**config.mk**
```make
export PLATFORM = sky130hd
export DESIGN_NAME = dse_estimate
export DESIGN_NICKNAME = d
export VERILOG_FILES = /design/src/sv/dse_pkg.sv /design/src/sv/dse_mul.sv /design/src/sv/dse_estimate.sv
export SDC_FILE = /design/constraint.sdc
export NUM_CORES = 2
export LEC_CHECK = 0
export BUFFER_PORTS_ARGS = -buffer_cell sky130_fd_sc_hd__buf_2
export CAP_MARGIN = 20
export CORE_ASPECT_RATIO = 0.5
export CORE_MARGIN = 2
export CORE_UTILIZATION = 65
export DETAILED_ROUTE_END_ITERATION = 8
export PLACE_DENSITY = 0.88
export REMOVE_ABC_BUFFERS = 1
export SLEW_MARGIN = 20
export SYNTH_ARGS = -nofsm -noshare
export SYNTH_HDL_FRONTEND = slang
export SYNTH_HIERARCHICAL = 1
export SYNTH_SLANG_ARGS = --single-unit
```
**constraint.sdc**
```tcl
create_clock -name clk -period 33 [get_ports clk]
set_input_delay 1.65 -clock clk [delete_from_list [all_inputs] [get_ports clk]]
set_output_delay 1.65 -clock clk [all_outputs]
set_load 0.05 [all_outputs]
```
**src/sv/dse_pkg.sv**
```systemverilog
`timescale 1ns / 1ps
package dse_pkg;
  typedef enum logic [1:0] {
    REQ_RECORD = 2'd0,
    REQ_LEVEL = 2'd1,
    REQ_ESTIMATE = 2'd2,
    REQ_CLEAR = 2'd3
  } req_type_t;

  localparam int unsigned CFG_IDX_W = 2;
  localparam int unsigned CFG_DATA_W = 24;
  localparam logic [CFG_IDX_W-1:0] CFG_COLD_DEFAULT = 2'd0;
  localparam logic [CFG_IDX_W-1:0] CFG_COLD_HEADROOM = 2'd1;
  localparam logic [CFG_IDX_W-1:0] CFG_ADAPT_HEADROOM = 2'd2;

  localparam logic [23:0] CNT_MAX = 24'hFFFFFF;

  // packed slot: count 24, sum 40, sumsq 56, largest request 16, largest level 24
  typedef struct packed {
    logic [23:0] cnt;
    logic [39:0] sum;
    logic [55:0] sq;
    logic [15:0] lreq;
    logic [23:0] llvl;
  } slot_t;

  typedef struct packed {
    logic [23:0] n;
    logic [39:0] sum;
    logic [55:0] sq;
    logic [15:0] lreq;
    logic [23:0] llvl;
    logic [13:0] k;
    logic [15:0] adapt_hr;
  } est_req_t;
endpackage

```
**src/sv/dse_mul.sv**
```systemverilog
`timescale 1ns / 1ps
// Sequential 64x64 -> 128 multiplier, 16 bits of b per cycle.
module dse_mul (
  input  logic         clk,
  input  logic         rst_n,
  input  logic         start,
  input  logic [63:0]  a,
  input  logic [63:0]  b,
  output logic         done,
  output logic [127:0] p
);
  logic [63:0]  a_r, b_r;
  logic [127:0] acc_r;
  logic [2:0]   cnt_r;
  logic         busy_r;
  logic [79:0]  part;

  // 64x16 partial product of a and the low 16 bits of b
  assign part = {16'd0, a_r} * {64'd0, b_r[15:0]};

  always_ff @(posedge clk) begin
    if (!rst_n) begin
      busy_r <= 1'b0;
      done   <= 1'b0;
      cnt_r  <= '0;
    end else begin
      done <= 1'b0;
      if (start) begin
        a_r    <= a;
        b_r    <= b;
        acc_r  <= '0;
        cnt_r  <= '0;
        busy_r <= 1'b1;
      end else if (busy_r) begin
        acc_r <= acc_r + ({48'd0, part} << {cnt_r[1:0], 4'd0});
        b_r   <= b_r >> 16;
        cnt_r <= cnt_r + 3'd1;
        if (cnt_r == 3'd3) begin
          busy_r <= 1'b0;
          done   <= 1'b1;
        end
      end
    end
  end
  assign p = acc_r;
endmodule

```
**src/sv/dse_estimate.sv**
```systemverilog
`timescale 1ns / 1ps
// Estimate for a slot with two or more samples: variance divide, isqrt,
// mean divide, k*sd, floor, cap, ceil. Sequencer over one shared multiplier.
module dse_estimate (
  input  logic                clk,
  input  logic                rst_n,
  input  logic                start,
  input  dse_pkg::est_req_t   req,
  output logic                done,
  output logic [23:0]         result
);
  import dse_pkg::*;

  typedef enum logic [3:0] {
    S_IDLE, S_M1, S_M1W, S_M2, S_M2W, S_NN, S_NNW, S_DIV, S_SQ, S_MDIV,
    S_KM, S_KMW, S_CAP, S_CAPW, S_FIN
  } st_t;

  st_t          st_r;
  est_req_t     q_r;
  logic         m_start;
  logic [63:0]  m_a, m_b;
  logic         m_done;
  logic [127:0] m_p;
  logic [127:0] nsq_r;
  logic [143:0] num_r;
  logic [63:0]  d_r, rem_r, quo_r;
  logic [7:0]   i_r;
  logic [63:0]  sx_r, sres_r, sbit_r;
  logic [63:0]  mrem_r, mquo_r;
  logic [63:0]  est_r;
  logic [64:0]  rem_sh;
  logic [64:0]  mrem_sh;
  logic [59:0]  mean_num;
  logic [63:0]  sq_try;
  logic [63:0]  lreq_q;
  logic [64:0]  est_ceil;

  dse_mul u_mul (
    .clk(clk), .rst_n(rst_n), .start(m_start), .a(m_a), .b(m_b), .done(m_done), .p(m_p)
  );

  assign rem_sh   = {rem_r, num_r[143]};
  assign mean_num = {q_r.sum, 20'd0};
  assign mrem_sh  = {mrem_r, mean_num[59]};
  assign sq_try   = sres_r + sbit_r;
  assign lreq_q   = {28'd0, q_r.lreq, 20'd0};
  assign est_ceil = {1'b0, est_r} + 65'hFFFFF;

  always_comb begin
    m_start = 1'b0;
    m_a = '0;
    m_b = '0;
    case (st_r)
      S_M1: begin
        m_start = 1'b1; m_a = {40'd0, q_r.n}; m_b = {8'd0, q_r.sq};
      end
      S_M2: begin
        m_start = 1'b1; m_a = {24'd0, q_r.sum}; m_b = {24'd0, q_r.sum};
      end
      S_NN: begin
        m_start = 1'b1; m_a = {40'd0, q_r.n}; m_b = {40'd0, q_r.n - 24'd1};
      end
      S_KM: begin
        m_start = 1'b1; m_a = {50'd0, q_r.k}; m_b = sres_r;
      end
      S_CAP: begin
        m_start = 1'b1; m_a = {40'd0, q_r.llvl}; m_b = {48'd0, q_r.adapt_hr};
      end
      default: ;
    endcase
  end

  always_ff @(posedge clk) begin
    if (!rst_n) begin
      st_r <= S_IDLE;
      done <= 1'b0;
    end else begin
      done <= 1'b0;
      case (st_r)
        S_IDLE: if (start) begin
          q_r  <= req;
          st_r <= S_M1;
        end
        S_M1: st_r <= S_M1W;
        S_M1W: if (m_done) begin
          nsq_r <= m_p;
          st_r  <= S_M2;
        end
        S_M2: st_r <= S_M2W;
        S_M2W: if (m_done) begin
          if (nsq_r < m_p) num_r <= '0;
          else num_r <= {16'd0, nsq_r - m_p} << 16;
          st_r <= S_NN;
        end
        S_NN: st_r <= S_NNW;
        S_NNW: if (m_done) begin
          d_r   <= m_p[63:0];
          rem_r <= '0;
          quo_r <= '0;
          i_r   <= 8'd0;
          st_r  <= S_DIV;
        end
        S_DIV: begin
          // one quotient bit per cycle over the 144-bit numerator (num top 16 bits are zero)
          num_r <= num_r << 1;
          if (rem_sh >= {1'b0, d_r}) begin
            rem_r <= 64'(rem_sh - {1'b0, d_r});
            quo_r <= {quo_r[62:0], 1'b1};
          end else begin
            rem_r <= rem_sh[63:0];
            quo_r <= {quo_r[62:0], 1'b0};
          end
          if (i_r == 8'd143) begin
            st_r   <= S_SQ;
            sbit_r <= 64'h4000_0000_0000_0000;
            sres_r <= '0;
          end
          i_r <= i_r + 8'd1;
          if (i_r == 8'd143) sx_r <= (rem_sh >= {1'b0, d_r}) ? {quo_r[62:0], 1'b1}
                                                               : {quo_r[62:0], 1'b0};
        end
        S_SQ: begin
          if (sbit_r == 64'd0) begin
            st_r   <= S_MDIV;
            mrem_r <= '0;
            mquo_r <= '0;
            i_r    <= 8'd0;
            q_r.sum <= q_r.sum;
          end else begin
            if (sx_r >= sq_try) begin
              sx_r   <= sx_r - sq_try;
              sres_r <= (sres_r >> 1) + sbit_r;
            end else begin
              sres_r <= sres_r >> 1;
            end
            sbit_r <= sbit_r >> 2;
          end
        end
        S_MDIV: begin
          // (sum<<20)/n, bit-serial over the 60-bit numerator; shift the numerator through q_r.sum
          if (mrem_sh >= {41'd0, q_r.n}) begin
            mrem_r <= 64'(mrem_sh - {41'd0, q_r.n});
            mquo_r <= {mquo_r[62:0], 1'b1};
          end else begin
            mrem_r <= mrem_sh[63:0];
            mquo_r <= {mquo_r[62:0], 1'b0};
          end
          q_r.sum <= {q_r.sum[38:0], 1'b0};
          // after 40 shifts of sum the low 20 zero bits follow automatically
          i_r <= i_r + 8'd1;
          if (i_r == 8'd59) st_r <= S_KM;
        end
        S_KM: st_r <= S_KMW;
        S_KMW: if (m_done) begin
          est_r <= mquo_r + m_p[63:0];
          st_r  <= S_CAP;
        end
        S_CAP: begin
          if (est_r < lreq_q) est_r <= lreq_q;
          st_r <= S_CAPW;
        end
        S_CAPW: if (m_done) begin
          if (q_r.llvl != 24'd0 && est_r > {m_p[51:0], 12'd0}) est_r <= {m_p[51:0], 12'd0};
          st_r <= S_FIN;
        end
        S_FIN: begin
          if (est_ceil[64:20] > 45'hFFFFFF) result <= 24'hFFFFFF;
          else if (est_ceil[64:20] == 45'd0) result <= 24'd1;
          else result <= est_ceil[43:20];
          done <= 1'b1;
          st_r <= S_IDLE;
        end
        default: st_r <= S_IDLE;
      endcase
    end
  end

  property p_done_from_fin;
    @(posedge clk) disable iff (!rst_n) done |-> $past(st_r) == S_FIN;
  endproperty
  a_done_from_fin: assert property (p_done_from_fin) else $error("done without finish");

  property p_mul_idle;
    @(posedge clk) disable iff (!rst_n) m_start |=> !m_start;
  endproperty
  a_mul_idle: assert property (p_mul_idle) else $error("back to back multiply");

  property p_start_idle;
    @(posedge clk) disable iff (!rst_n) start |-> st_r == S_IDLE;
  endproperty
  a_start_idle: assert property (p_start_idle) else $error("start while busy");
endmodule

```
## Yosys cells after proc, flatten, opt, wreduce, memory -nomap -nowiden

Index checks and enable logic that the tools add are counted.

- Output and inout bits: 25
- Bits in registers: 1335

- Shift-type cells: 1
- Multiply operators: 1
- Add/subtract/negate cells: 12
- Magnitude comparators: 7
- Bitwise operators: 2
- Reductions and logical operators: 34
- Eq/ne operators: 30
- Multiplexer cells: 56

Operator list:

| kind | count |
|---|---|
| 64-bit 2-to-1 mux | 18 |
| 64-bit case mux with 2 select lines | 6 |
| 64-bit case mux with 5 select lines | 1 |
| 144-bit 2-to-1 mux | 2 |
| 144-bit case mux with 2 select lines | 1 |
| 64-bit case mux with 3 select lines | 1 |
| 166-bit 2-to-1 mux | 1 |
| 40-bit case mux with 4 select lines | 1 |
| 128-bit adder | 1 |
| 64-bit adder | 2 |
| 128-bit less-than comparator | 1 |
| 128-bit 2-to-1 mux | 1 |
| 80-bit by 6-bit << shifter with 128-bit output | 1 |
| 128-bit subtractor | 1 |
| 64-bit subtractor | 2 |
| 63-bit case mux with 2 select lines | 1 |
| 64-bit by 16-bit multiplier with 80-bit output | 1 |
| 40-bit case mux with 2 select lines | 1 |
| 64-bit by 20-bit adder with 65-bit output, second input constant | 1 |
| 65-bit by 24-bit >= comparator with 1-bit output | 1 |
| 65-bit by 64-bit >= comparator with 1-bit output | 1 |
| 63-bit by 64-bit adder with 64-bit output | 1 |
| 64-bit >= comparator | 1 |
| 64-bit greater-than comparator | 1 |
| 38 further kinds | 94 |

## Logic depth before layout (Yosys ltp)

- Depth after elaboration: 5
- Depth in mapped cells: 41

## Hierarchy

The synthesis kept the hierarchy.

Modules (own cells, without submodules):

| module | instances | sequential area each (um2) | area an instance (um2) | cells each |
|---|---|---|---|---|
| dse_estimate | 1 | 30759.5 | 68259.2 | 7109 |
| dse_mul | 1 | 7787.5 | 51434.3 | 5943 |

## Worst setup path before layout

No wires, ideal clock.

- Path type: input-to-reg
- From: in rst_n
- To: reg num_r[100] (enable)
- Data arrival time: 10580 ps
- Path buffers: 1
- Stages on the path: 3
- Setup time: 772 ps
- Path slack: 21647 ps
- Data required time: 32228 ps
- Cells stage by stage: clkbuf_1 nand2_1 nor3_1

- Longest elaborated chain between the ends: 1

RTL lines:

| item | RTL line | RTL |
|---|---|---|
| from (decl) | dse_estimate.sv:6 | `input logic rst_n,` |
| 3-bit AND reduction (no line) | n/a |  |
| to (signal assigned) | dse_estimate.sv:93 | `else num_r <= {16'd0, nsq_r - m_p} << 16;` |
| to (signal assigned) | dse_estimate.sv:106 | `num_r <= num_r << 1;` |
| to (decl) | dse_estimate.sv:26 | `logic [143:0] num_r;` |

Every way passes these cells.
A chain may end at the register's enable or synchronous reset.

## Final worst setup path

- From: reg u_mul.b_r[10]
- To: reg u_mul.acc_r[123] (netlist: u_mul/p[123]), data pin

- Longest elaborated chain between the ends: 4

RTL lines:

| item | RTL line | RTL |
|---|---|---|
| from (decl) | dse_mul.sv:12 | `logic [63:0] a_r, b_r;` |
| from (signal assigned) | dse_mul.sv:36 | `b_r <= b_r >> 16;` |
| 64-bit by 16-bit multiplier with 80-bit output | dse_mul.sv:19 | `assign part = {16'd0, a_r} * {64'd0, b_r[15:0]};` |
| 80-bit by 6-bit << shifter with 128-bit output | dse_mul.sv:35 | `acc_r <= acc_r + ({48'd0, part} << {cnt_r[1:0], 4'd0});` |
| 128-bit adder | dse_mul.sv:35 |  |
| 128-bit 2-to-1 mux | dse_mul.sv:34 | `end else if (busy_r) begin` |
| to (signal assigned) | dse_mul.sv:35 |  |
| to (decl) | dse_mul.sv:13 | `logic [127:0] acc_r;` |

Every way passes these cells. The select of a mux whose other input is x is not followed.

==> impl_metrics.yaml <==
clock_network:
  cts_sinks: 1287
  cts_tree: "built"
  root_buffer: "clkbuf_16"
  cts_resized: 0
  htreeDepth: 3
  max-clock-path-buffers: 3
  insertion_delay_ns: 0.81
  ctsHoldBuffers: 0
  numCtsBuffers: 119
  clkTransAtPathRegs_ns: 0.07
  post_cts_buffers: 0
critical_path:
  endpoint_kind: "flip-flop"
  crit_required_ns: 33.50
  crit_buf_inv: 5
  worst_path_max_delay_cell: "o21ai_0"
  crit_family: "adder cells"
  cpPeakStageDelay_ns: 0.79
  cp_max_fo: 64
  critical_path_class: "reg -> reg"
  cpMostUsedCell: "fa_1"
  critical_path_arrival_ns: 12.71
  cp-start-kind: "flip-flop"
timing:
  period_share: 0.370
  hold_viol: 0
  setup_viol: 0
  fin_crit_ns: 12.21
  finClkSkew_ns: 0.0601
  max_slew_margin: 0.0926
  tightest_slew_ns: 1.35
  rsz0062_at_grt: "false"
  fmax_mhz: 81.9
  slew_viol_final: 0
  finalSetupTns_ns: 0
logic_synthesis:
  avgSynthCellArea_um2: 9.17
  async_reset_ff_frac: 0
  synth.cell_area_mm2: 0.120
  synth_top_area_frac: 0.320
  ys_warn_count: 6
  synth_edf_count: 1277
  ys_seq_area_frac: 0.322
  ys.flop_type: "edfxtp_1"
  synth_cells: 13100
  synthTopCellsByArea: "edfxtp_1, fa_1, ha_1, nand2_1, inv_1"
  ys_seq_elements: 1287
  yosysUniqueCellTypes: 110
  yosysTopAreaCell: "edfxtp_1"
min_path:
  hold_path.class: "reg -> reg"
floorplanning:
  start_util: 0.654
  rows: 111
  dieWidth_um: 611
  die_h_um: 307
  dieArea_mm2: 0.188
  pin_count: 218
  coreArea_mm2: 0.183
outcome:
  outcome: "finished with violations"
  violations: "design-rule violations"
routing:
  vias: 102000
  route.detailed.drc: 22
  ant_nets: 0
  drtIter0Drc: 14100
  via_per_inst: 6.65
  routed_wl_mm: 411
  wl_per_cell_um: 26.6
  first_pass_iters: 9
global_routing:
  grt_pass1_vias: 99200
  antenna_found_initial: 38
  grt_max_degree: 108
  grt_util_all_layers: 0.431
  grt_pass1_wl_mm: 611
  overflow: 0
final_layout:
  layout_commonest_cell: "nand2_1"
  final_cell_mix: "nand2_1, inv_1, edfxtp_1"
  areaGrowthSynthToFinish_pct: 5.74
  drive_above_1_share: 0.0570
  nets: 14700
run:
  cap_viol_max_count: 0
place:
  gp_congestion: 1.04
  port_buffers: 217
  hpwlAfterDp_mm: 314
-- metal layers --
metal,vias to the layer above,wire (um),global-route usage
li1,44800,-,-
met1,49400,158000,0.581
met2,6975,170000,0.627
met3,1314,56100,0.134
met4,24,25500,0.225
met5,-,168,0.000511
-- per-stage QoR --
stage	setup WS, ns	hold slack (ns)	util	cells	cell area, um^2
after floorplan	18.59	0.457	-	12400	117000
after global placement	21.30	0.478	0.669	15200	122000
after detailed placement	21.35	0.500	0.669	15200	122000
after CTS	21.30	0.509	0.691	15400	126000
after global routing	20.23	0.520	0.691	15400	127000
final	20.79	0.506	0.691	15400	127000
-- sequential cells by signal, summed over array words and instances (netlist names), 64 cells and up --
name	flops
d_r	64
u_mul/p	128
mrem_r	64
mquo_r	64
sx_r	64
q_r	134
u_mul/b_r	64
num_r	128
est_r	64
sres_r	64
rem_r	64
u_mul/a_r	64
nsq_r	128
-- worst min-delay path: stages (launching register included) --
cell,delay [ns]
edfxtp_1,0.32
nand2_1,0.04
o21ai_0,0.06
-- synth_stat cells (63+ instances only) --
library cell,number
a211oi_1,83
a21o_1,301
a21oi_1,894
a22oi_1,63
a31oi_1,142
and2_1,555
and3_1,115
clkbuf_1,629
edfxtp_1,1277
fa_1,872
ha_1,759
inv_1,1352
mux2i_1,64
nand2_1,1706
nand2b_1,66
nand3_1,209
nand4_1,271
nor2_1,861
nor2b_1,91
nor3_1,159
nor4_1,73
o21a_1,75
o21ai_0,666
o21bai_1,140
o31ai_1,141
xnor2_1,389
xor2_1,313
-- area by class of cell --
cell class / count / area (um^2)
Multi-Input combinational cell: 9748 / 73700
Tap cell: 2429 / 3040
Inverter: 1352 / 5080
Fill cell: 14000 / 56500
Antenna cell: 18 / 45.0
Clock buffer: 137 / 3050
Sequential cell: 1287 / 38500
Clock inverter: 87 / 993
Timing Repair Buffer: 347 / 2060
-- final timing paths --
kind | depth (start not counted) | startpoint | to | slack [ns]
setup / recovery | 34 | u_mul/b_r[10] | u_mul/p[123] | 20.79
hold / removal | 2 | num_r[137] | num_r[138] | 0.51
setup reg to reg | 34 | u_mul/b_r[10] | u_mul/p[123] | 20.79
hold reg to reg | 2 | num_r[137] | num_r[138] | 0.51
-- kinds of logic after synthesis --
family / Yosys count / synth area share
xor+xnor: 702 / 0.0514
flops: 1287 / 0.322
other cells: 1 / 0.0000313
compound gates: 2967 / 0.156
fa+ha+maj: 1631 / 0.225
mux: 123 / 0.0109
simple gates: 4301 / 0.169
buf+inv: 2040 / 0.0645
Power is not shown: default switching activity piles up to over one toggle a cycle in this logic, so the estimate is an artifact.
